File: config.mk
export PLATFORM = sky130hd
export DESIGN_NAME = run_skip_dump_decoder
export DESIGN_NICKNAME = d
export VERILOG_FILES = /design/src/rsdd_pkg.sv /design/src/rsdd_decode.sv /design/src/run_skip_dump_decoder.sv
export SDC_FILE = /design/constraint.sdc
export NUM_CORES = 1
export LEC_CHECK = 0
export ABC_AREA = 1
export BUFFER_PORTS_ARGS = -buffer_cell sky130_fd_sc_hd__clkbuf_2
export CAP_MARGIN = 20
export CORE_ASPECT_RATIO = 0.9
export CORE_MARGIN = 5
export CORE_UTILIZATION = 62
export DETAILED_ROUTE_END_ITERATION = 7
export GPL_ROUTABILITY_DRIVEN = 0
export GPL_TIMING_DRIVEN = 1
export PLACE_DENSITY = 0.82
export SETUP_SLACK_MARGIN = 0.4
export SYNTH_ARGS = -nofsm -noshare
export SYNTH_HDL_FRONTEND = slang
export SYNTH_SLANG_ARGS = --single-unit
File: constraint.sdc
create_clock -name clk -period 4.29 [get_ports clk]
set_input_delay 0.858 -clock clk [delete_from_list [all_inputs] [get_ports clk]]
set_output_delay 0.858 -clock clk [all_outputs]
set_load 0.01 [all_outputs]
File: src/rsdd_pkg.sv
// ----------------------------------------------------------------------------
// rsdd_pkg
// Shared types and constants for the run-skip-dump frame delta decoder.
// ----------------------------------------------------------------------------
`default_nettype none

package rsdd_pkg;

  // Width of the destination pointer; addresses wrap at 2**FRAME_ADDR_BITS.
  localparam int FRAME_ADDR_BITS = 16;

  localparam int ADDR_W  = 16;
  localparam int LEN_W   = 17;
  localparam int KIND_W  = 2;

  // Result kinds
  localparam logic [KIND_W-1:0] KIND_PIXEL = 2'd0;
  localparam logic [KIND_W-1:0] KIND_FILL  = 2'd1;
  localparam logic [KIND_W-1:0] KIND_END   = 2'd2;

  // Stream codes
  localparam logic [7:0]       OP_RUN     = 8'h00;
  localparam logic [7:0]       OP_LONG    = 8'h80;
  localparam logic [15:0]      WORD_STOP  = 16'h0000;
  localparam logic [LEN_W-1:0] FULL_COUNT = 17'h10000;

  typedef logic [FRAME_ADDR_BITS-1:0] ptr_t;

  typedef enum logic [2:0] {
    PH_STOPPED,
    PH_OPCODE,
    PH_DUMP,
    PH_RUN_COUNT,
    PH_RUN_PIXEL,
    PH_WORD_LO,
    PH_WORD_HI
  } phase_t;

  typedef struct packed {
    logic [7:0] data_byte;
    logic       frame_start;
  } in_item_t;

  typedef struct packed {
    logic [KIND_W-1:0] kind;
    logic [ADDR_W-1:0] address;
    logic [LEN_W-1:0]  length;
    logic [7:0]        value;
  } out_item_t;

  // Decoder step result handed to the output register
  typedef struct packed {
    logic      valid;
    out_item_t item;
  } result_t;

endpackage

`default_nettype wire

File: src/rsdd_decode.sv
// ----------------------------------------------------------------------------
// rsdd_decode
// Decode state machine: consumes one stream byte per step, updates the
// destination pointer and counters, and forms at most one write command.
// ----------------------------------------------------------------------------
`default_nettype none

module rsdd_decode (
  input  wire logic              clk,
  input  wire logic              rst,
  input  wire logic              step,
  input  wire rsdd_pkg::in_item_t item,
  output rsdd_pkg::result_t      result
);

  rsdd_pkg::phase_t          phase, phase_next;
  rsdd_pkg::ptr_t            ptr, ptr_next;
  logic [rsdd_pkg::LEN_W-1:0] count, count_next;
  logic [7:0]                word_lo, word_lo_next;

  rsdd_pkg::phase_t          phase_eff;
  rsdd_pkg::ptr_t            ptr_eff;
  logic [rsdd_pkg::LEN_W-1:0] count_eff;
  logic [7:0]                b;
  logic [15:0]               word;
  logic [rsdd_pkg::LEN_W-1:0] word_count;

  // Hold state between steps
  always_ff @(posedge clk) begin
    if (rst) begin
      phase   <= rsdd_pkg::PH_STOPPED;
      ptr     <= '0;
      count   <= '0;
      word_lo <= '0;
    end else if (step) begin
      phase   <= phase_next;
      ptr     <= ptr_next;
      count   <= count_next;
      word_lo <= word_lo_next;
    end
  end

  // Decode one byte
  always_comb begin
    b          = item.data_byte;
    word       = {b, word_lo};
    // A zero count in a long op means a full 65536
    word_count = (word[13:0] == 14'd0) ? rsdd_pkg::FULL_COUNT
                                       : {3'b000, word[13:0]};

    // Frame start abandons any open operation
    phase_eff = item.frame_start ? rsdd_pkg::PH_OPCODE : phase;
    ptr_eff   = item.frame_start ? '0 : ptr;
    count_eff = item.frame_start ? '0 : count;

    phase_next   = phase_eff;
    ptr_next     = ptr_eff;
    count_next   = count_eff;
    word_lo_next = word_lo;

    result.valid        = 1'b0;
    result.item.kind    = rsdd_pkg::KIND_PIXEL;
    result.item.address = rsdd_pkg::ADDR_W'(ptr_eff);
    result.item.length  = rsdd_pkg::LEN_W'(1);
    result.item.value   = b;

    case (phase_eff)
      rsdd_pkg::PH_OPCODE: begin
        if (b == rsdd_pkg::OP_RUN) begin
          phase_next = rsdd_pkg::PH_RUN_COUNT;
        end else if (b < rsdd_pkg::OP_LONG) begin
          count_next = {9'd0, b};
          phase_next = rsdd_pkg::PH_DUMP;
        end else if (b == rsdd_pkg::OP_LONG) begin
          phase_next = rsdd_pkg::PH_WORD_LO;
        end else begin
          // short skip
          ptr_next = ptr_eff + rsdd_pkg::FRAME_ADDR_BITS'(b[6:0]);
        end
      end
      rsdd_pkg::PH_DUMP: begin
        result.valid = 1'b1;
        ptr_next     = ptr_eff + rsdd_pkg::FRAME_ADDR_BITS'(1);
        count_next   = count_eff - rsdd_pkg::LEN_W'(1);
        if (count_eff == rsdd_pkg::LEN_W'(1)) begin
          phase_next = rsdd_pkg::PH_OPCODE;
        end
      end
      rsdd_pkg::PH_RUN_COUNT: begin
        count_next = (b == 8'd0) ? rsdd_pkg::FULL_COUNT : {9'd0, b};
        phase_next = rsdd_pkg::PH_RUN_PIXEL;
      end
      rsdd_pkg::PH_RUN_PIXEL: begin
        result.valid       = 1'b1;
        result.item.kind   = rsdd_pkg::KIND_FILL;
        result.item.length = count_eff;
        ptr_next   = ptr_eff + rsdd_pkg::FRAME_ADDR_BITS'(count_eff);
        count_next = '0;
        phase_next = rsdd_pkg::PH_OPCODE;
      end
      rsdd_pkg::PH_WORD_LO: begin
        word_lo_next = b;
        phase_next   = rsdd_pkg::PH_WORD_HI;
      end
      rsdd_pkg::PH_WORD_HI: begin
        if (word == rsdd_pkg::WORD_STOP) begin
          result.valid       = 1'b1;
          result.item.kind   = rsdd_pkg::KIND_END;
          result.item.length = '0;
          result.item.value  = '0;
          phase_next         = rsdd_pkg::PH_STOPPED;
        end else if (!word[15]) begin
          // long skip
          ptr_next   = ptr_eff + rsdd_pkg::FRAME_ADDR_BITS'(word);
          phase_next = rsdd_pkg::PH_OPCODE;
        end else if (!word[14]) begin
          count_next = word_count;
          phase_next = rsdd_pkg::PH_DUMP;
        end else begin
          count_next = word_count;
          phase_next = rsdd_pkg::PH_RUN_PIXEL;
        end
      end
      default: begin
        // stopped: drop the byte
      end
    endcase
  end

endmodule

`default_nettype wire

File: src/run_skip_dump_decoder.sv
// ----------------------------------------------------------------------------
// run_skip_dump_decoder
// Run-skip-dump delta frame decoder: one compressed byte in, at most one
// frame-store write command (pixel, fill or frame end) out.
// ----------------------------------------------------------------------------
//   channel   dir  payload              handshake
//   byte      in   rsdd_pkg::in_item_t  byte_valid / byte_stall
//   cmd       out  rsdd_pkg::out_item_t cmd_valid  / cmd_stall
//
// One byte per cycle sustained while cmd is not stalled; a byte taken sits in the
// input register and is decoded from there into the result register, from
// which its command is offered.
// The decode step is a single pass of the state machine per byte.
// Reset (rst, synchronous) leaves the decoder stopped until a frame start.
// A stall on cmd holds the result register and then the input register,
// and byte_stall rises only while the input register is full and blocked.
// ----------------------------------------------------------------------------
`default_nettype none

module run_skip_dump_decoder (
  input  wire logic                clk,
  input  wire logic                rst,
  input  wire logic                byte_valid,
  output logic                     byte_stall,
  input  wire rsdd_pkg::in_item_t  byte_item,
  output logic                     cmd_valid,
  input  wire logic                cmd_stall,
  output rsdd_pkg::out_item_t      cmd_item
);

  logic               s1_valid;
  rsdd_pkg::in_item_t s1_item;
  logic               s1_adv;
  rsdd_pkg::result_t  result;

  // Stage 1 moves on when the result register is free or being emptied
  assign s1_adv     = !cmd_valid || !cmd_stall;
  assign byte_stall = s1_valid && !s1_adv;

  // Input register
  always_ff @(posedge clk) begin
    if (rst) begin
      s1_valid <= 1'b0;
    end else if (!byte_stall) begin
      s1_valid <= byte_valid;
    end
  end

  always_ff @(posedge clk) begin
    if (!byte_stall && byte_valid) begin
      s1_item <= byte_item;
    end
  end

  rsdd_decode u_decode (
    .clk    (clk),
    .rst    (rst),
    .step   (s1_valid && s1_adv),
    .item   (s1_item),
    .result (result)
  );

  // Result register
  always_ff @(posedge clk) begin
    if (rst) begin
      cmd_valid <= 1'b0;
    end else if (s1_adv) begin
      cmd_valid <= s1_valid && result.valid;
    end
  end

  always_ff @(posedge clk) begin
    if (s1_adv && s1_valid && result.valid) begin
      cmd_item <= result.item;
    end
  end

`ifndef SYNTH
  a_kind_legal: assert property (@(posedge clk) disable iff (rst)
    cmd_valid |-> (cmd_item.kind == rsdd_pkg::KIND_PIXEL ||
                   cmd_item.kind == rsdd_pkg::KIND_FILL ||
                   cmd_item.kind == rsdd_pkg::KIND_END))
    else $error("illegal command kind");

  a_pixel_len: assert property (@(posedge clk) disable iff (rst)
    cmd_valid && cmd_item.kind == rsdd_pkg::KIND_PIXEL
      |-> cmd_item.length == rsdd_pkg::LEN_W'(1))
    else $error("pixel write with length other than one");

  a_fill_len: assert property (@(posedge clk) disable iff (rst)
    cmd_valid && cmd_item.kind == rsdd_pkg::KIND_FILL |-> cmd_item.length != '0)
    else $error("fill with zero length");

  a_cmd_source: assert property (@(posedge clk) disable iff (rst)
    $rose(cmd_valid) |-> $past(s1_valid))
    else $error("command without a byte in the input register");
`endif

endmodule

`default_nettype wire

[Yosys cells after proc, flatten, opt, wreduce, memory -nomap -nowiden]
Index checks and enable logic that the tools add are counted.
Storage, ports and cells
  input port bits: 13
  word-level logic and storage cells: 71
  output and inout port bits: 45
  register bits after elaboration: 98
Cells by class
  reduce and logical (&&, ||, !) cells: 15
  add/subtract/negate cells: 5
  $lt $le $gt $ge: 1
  eq/ne operators: 8
  multiplexer cells: 30
Operator list (number)
  2-to-1 mux 17 bit: 7
  2-to-1 mux 16 bit: 6
  one-hot mux 17 bit (5 select lines): 1
  one-hot mux 16 bit (4 select lines): 1
  one-hot mux 17 bit (2 select lines): 1
  adder 16 bit: 2
  2-to-1 mux 3 bit: 9
  one-hot mux 3 bit (6 select lines): 1
  == test 17 x 1 -> 1 bit (second input constant): 1
  subtractor 17 x 1 -> 17 bit (second input constant): 1
  adder 16 x 1 -> 16 bit (second input constant): 1
  adder 16 x 7 -> 16 bit: 1
  zero test 16 bit: 1
  zero test 14 bit: 1
  == test 3 bit (second input constant): 3
  2-to-1 mux 9 bit: 1
  == test 8 bit (second input constant): 1
  zero test 8 bit: 1
  < comparator 8 bit (second input constant): 1
  2-to-1 mux 8 bit: 1
  == test 3 x 2 -> 1 bit (second input constant): 2
  logical AND 1 bit: 5
  zero test 1 bit: 4
  one-hot mux 2 bit (2 select lines): 1
  5 further kinds: 5

[Longest topological paths before layout]
  depth after elaboration: 6
  gate-level depth with buffers: 22
  gate-level depth less buffers: 21

[Modules after synthesis]
From an unflattened synthesis, not the netlist that was laid out.
Unflattened totals
  cells, all modules: 1161
  area, all modules: 7648.6 µm²
By module, submodules not included
  rsdd_decode: instances 1, area each 5982.0 µm², cells each 1094, seq. area each 880.8 µm²
  run_skip_dump_decoder: instances 1, area each 1666.6 µm², cells each 67, seq. area each 1601.5 µm²

[Least setup slack after synthesis]
OpenSTA, ideal clock, no wires.
  path kind: register to register
  start point: register s1_item[4] in the netlist's numbering
  end point: register cmd_item[0] in the netlist's numbering (enable)
  required time: 3.831 ns
  stages on the path, launching flop included: 8
  setup slack: 0.361 ns
  arrival: 3.469 ns
  library setup time: 0.459 ns
  buffers on the path: 0
  clock period less this slack: 3.929 ns
  cells stage by stage: edfxtp_1 > inv_1 > nand4_1 > nor2_1 > nand2_1 > nor3b_1 > nand2_1 > a21oi_1
On the way
  cells in the longest elaborated chain, start to end: 4
Ends and longest elaborated chain
  from (decl): line run_skip_dump_decoder.sv:32  | rsdd_pkg::in_item_t s1_item;
  from (signal assigned): line run_skip_dump_decoder.sv:51  | s1_item <= byte_item;
  zero test 16 bit: line rsdd_decode.sv:106  | if (word == rsdd_pkg::WORD_STOP) begin
  2-to-1 mux 3 bit: line rsdd_decode.sv:106
  one-hot mux 1 bit (2 select lines): line rsdd_decode.sv:67  | case (phase_eff)
  logical AND 1 bit: line run_skip_dump_decoder.sv:73  | if (s1_adv && s1_valid && result.valid) begin
  to (signal assigned): line run_skip_dump_decoder.sv:74  | cmd_item <= result.item;
  to (decl): line run_skip_dump_decoder.sv:28  | output rsdd_pkg::out_item_t cmd_item
No other way between the ends.
A chain may end at the register's enable or synchronous reset.

[Final worst setup path]
  start point: register s1_item[0] in the netlist's numbering
  end point: register u_decode.ptr[9]
On the way
  cells in the longest elaborated chain, start to end: 6
  elaborated cells on any way between the ends: 17
  classes of those cells: 4 x add/sub; 4 x eq/ne; 9 x mux
Ends and longest elaborated chain
  2-to-1 mux 16 bit: line rsdd_decode.sv:53  | ptr_eff = item.frame_start ? '0 : ptr;
  adder 16 x 7 -> 16 bit: line rsdd_decode.sv:78  | ptr_next = ptr_eff + rsdd_pkg::FRAME_ADDR_BITS'(b[6:0]);
  2-to-1 mux 16 bit: line rsdd_decode.sv:74  | end else if (b == rsdd_pkg::OP_LONG) begin
  2-to-1 mux 16 bit: line rsdd_decode.sv:71  | end else if (b < rsdd_pkg::OP_LONG) begin
  2-to-1 mux 16 bit: line rsdd_decode.sv:69  | if (b == rsdd_pkg::OP_RUN) begin
  one-hot mux 16 bit (4 select lines) *: line rsdd_decode.sv:67
  to (signal assigned): line rsdd_decode.sv:37  | ptr <= ptr_next;
  to (decl): line rsdd_decode.sv:17  | rsdd_pkg::ptr_t ptr, ptr_next;
Every way passes the cells marked *; elsewhere a longest branch is shown, timed or not.

==> qor.csv <==
metric,value,unit
status,"finished, final reports clean",
stdcell_count,1345,
drive_gt1_frac,0.1232,
reg2reg_slack,990,ps
multiInputGateArea,4169,sq um
async_flop_share,0,
path_max_fanout,27,
antenna_found_initial,0,
grt-busiest-layer,met2,
post_cts_buffers,0,
syn_inst,1131,
fin_nets,1216,
period_share,0.7682,
core_area,11930,sq um
dp_slack,1094,ps
avgSynthCellArea,6.607,sq um
whs,471.7,ps
grt_max_degree,28,
antenna_left,0,
grt_usage,0.3482,
synth_edf_count,52,
finalWirelength,24620,microns
netlist-cell-type-count,52,
maxSlewViolCount,0,
num_io_pins,58,
use_met2,0.5253,
drc,0,
synth.net_count,1167,
fill_cells,1065,
slew_headroom,0.4662,
grt_overflow_total,0,
powerDensity,263.4,nW/um^2
drv_cap,0,
power.share.combinational,0.133,
numCtsBuffers,9,
clockBufferDepth,2,
seq_area_frac_synth,0.3322,
synth_seq_cells,98,
gr-usage-met1,0.4532,
clockPowerShare,0.391,
crit_path_end,u_decode.ptr[9],
r2r_end,u_decode.ptr[9],
swShare,0.2833,
vias,8240,
diodes,0,
seq_area,2482,sq um
cts-root-buf,clkbuf_16,
ctsResizeCount,0,
clk_pin_slew,70,ps
avgViaCountPerCell,6.126,
met3_usage,0.09655,
switching_power,615.0,uW
synth_area,7472,sq um
ff2ff_path_depth,18,
reg2reg_from,s1_item[0],
clock-skew-final,9.702,ps
fin_setup_tns,0,ps
max_clock_freq,303.4,MHz
syn2layout_area_growth,10.26,%
cts.sinks,98,
hold_path.class,reg2reg,
drtIter0Drc,1044,
critPathRequiredTime,4560,ps
cts.hold.buffers_added,0,
ir_drop,328.8,uV
dp_hpwl,18770,microns
setup.worst_path.end_class,flop,
cp-startpoint,s1_item[0],
cp.arrival,3570,ps
p_leak,0.004000,uW
grt_pass1_vias,7683,
dp_cells,1329,
cts_tree,done,
grt_pass1_wl,39250,microns
avgRoutedWirePerCell,18.31,microns
die_h,114.1,microns
critPathKind,reg2reg,
setup_viol,0,
clk_latency,360,ps
die_w,125.7,microns
dieArea,14350,sq um
tightest_slew,797.8,ps
start_util,0.6261,
setup_slack,994.5,ps
port_buffers,57,
synth.yosys.warnings,0,
drt_pass1_iterations,6,
period_minus_slack,3295,ps
rsz0062_at_grt,no,
h-tree-depth,3,
cp-start-kind,flop,
p_int,1555,uW
final_hold_viol_count,0,
num_rows,38,
synth_top_flop_cell,edfxtp_1,
sequentialPowerShare,0.476,
[cells in the mapped netlist, types with 5 or more instances]
cell type	count	share of area
a21oi_1	77	0.052
a31oi_1	6	0.0050
a41oi_1	5	0.0059
buf_2	7	0.0047
clkbuf_1	22	0.011
dfxtp_1	46	0.12
edfxtp_1	52	0.21
ha_1	22	0.037
inv_1	163	0.082
inv_2	12	0.0060
nand2_1	294	0.15
nand2_2	15	0.013
nand3_1	95	0.064
nand4_1	24	0.020
nor2_1	109	0.055
nor2_2	13	0.011
nor3_1	14	0.0094
o211ai_1	14	0.014
o21ai_0	62	0.042
o21ai_1	5	0.0033
o21bai_1	6	0.0060
o221ai_1	5	0.0059
o22ai_1	7	0.0059
[logic make-up after synthesis]
| family | Yosys count | share of synthesized area |
|---|---|---|
| AND/OR/NAND/NOR | 587 | 0.3495 |
| buffers and inverters | 210 | 0.1114 |
| AO/OA/AOI/OAI | 207 | 0.1604 |
| flip-flops | 98 | 0.3322 |
| adder cells (fa/ha/maj) | 23 | 0.03952 |
| XOR/XNOR | 6 | 0.007033 |
[worst min path at each step]
stage	startpoint	end	slack [ps]	cells after the start
CTS	u_decode.count[15]	u_decode.count[15]	480	2
detailed placement	u_decode.count[15]	u_decode.count[15]	460	2
global placement	u_decode.count[15]	u_decode.count[15]	450	2
floorplan	u_decode.ptr[13]	u_decode.ptr[13]	440	2
global route	u_decode.ptr[13]	u_decode.ptr[13]	510	2
finish	u_decode.count[15]	u_decode.count[15]	470	2
[critical path, stage by stage (launching register included)]
cell	delay, ps
edfxtp_1	660
inv_6	360
nand2_4	110
nor2_8	270
nand2_4	190
nor2_1	230
ha_1	270
a21o_1	150
nand3_1	70
nand2_1	100
nand3_1	100
nand2_2	110
nand2_1	100
nand2_1	50
nand3_1	60
nand3_1	80
nand3_1	80
nand2_1	50
a21oi_1	140
[sequential cells by signal, indices dropped and copies added (netlist names)]
name              count
s1_valid              1
s1_item               9
u_decode.word_lo      8
cmd_item             43
u_decode.count       17
u_decode.ptr         16
u_decode.phase        3
cmd_valid             1
[layer usage]
| metal | up-vias | routed length [microns] |
|---|---|---|
| met5 | - | 0 |
| met4 | 0 | 1443 |
| met3 | 122 | 3351 |
| met2 | 612 | 10320 |
| met1 | 3664 | 9510 |
| li1 | 3842 | - |
[layout make-up]
class | count | area share
multi-input cells | 823 | 0.5060
flip-flops and latches | 98 | 0.3013
inverters | 177 | 0.08125
repair buffers | 71 | 0.04890
clock buffers | 12 | 0.03371
well taps | 160 | 0.02430
clock inverters | 4 | 0.004556
[placed cells by master, fill, tap and decap left out, drive strengths merged, types with 3 or more instances in the layout]
cell type  count
nand2        311
inv          179
nor2         127
nand3         99
a21oi         79
clkbuf        69
o21ai         67
edfxtp        52
dfxtp         46
nand4         25
ha            22
nor3          16
o211ai        14
buf           14
o22ai          7
a31oi          6
o21bai         6
o221ai         5
a41oi          5
xor2           4
a22oi          3
o31ai          3
nand3b         3
o2111ai        3
[through the flow]
| stage | area (sq um) | total power, uW | utilization |
|---|---|---|---|
| 2_1_floorplan | 7476 | 1244 | - |
| 3_3_place_gp | 7924 | 1325 | 0.6640 |
| 3_5_place_dp | 7924 | 1329 | 0.6640 |
| 4_1_cts | 8239 | 2169 | 0.6904 |
| 5_1_grt | 8239 | 2255 | 0.6904 |
| 6_report | 8239 | 2170 | 0.6904 |
[power by group through the flow]
stage	registers, uW	clock network (uW)	logic [uW]
final	1030	848	289
after global routing	1030	906	314
after CTS	1030	860	277
after detailed placement	1050	0	276
after global placement	1050	0	273
after floorplan	1040	0	200
No activity file was read; power rests on OpenSTA's default activity.
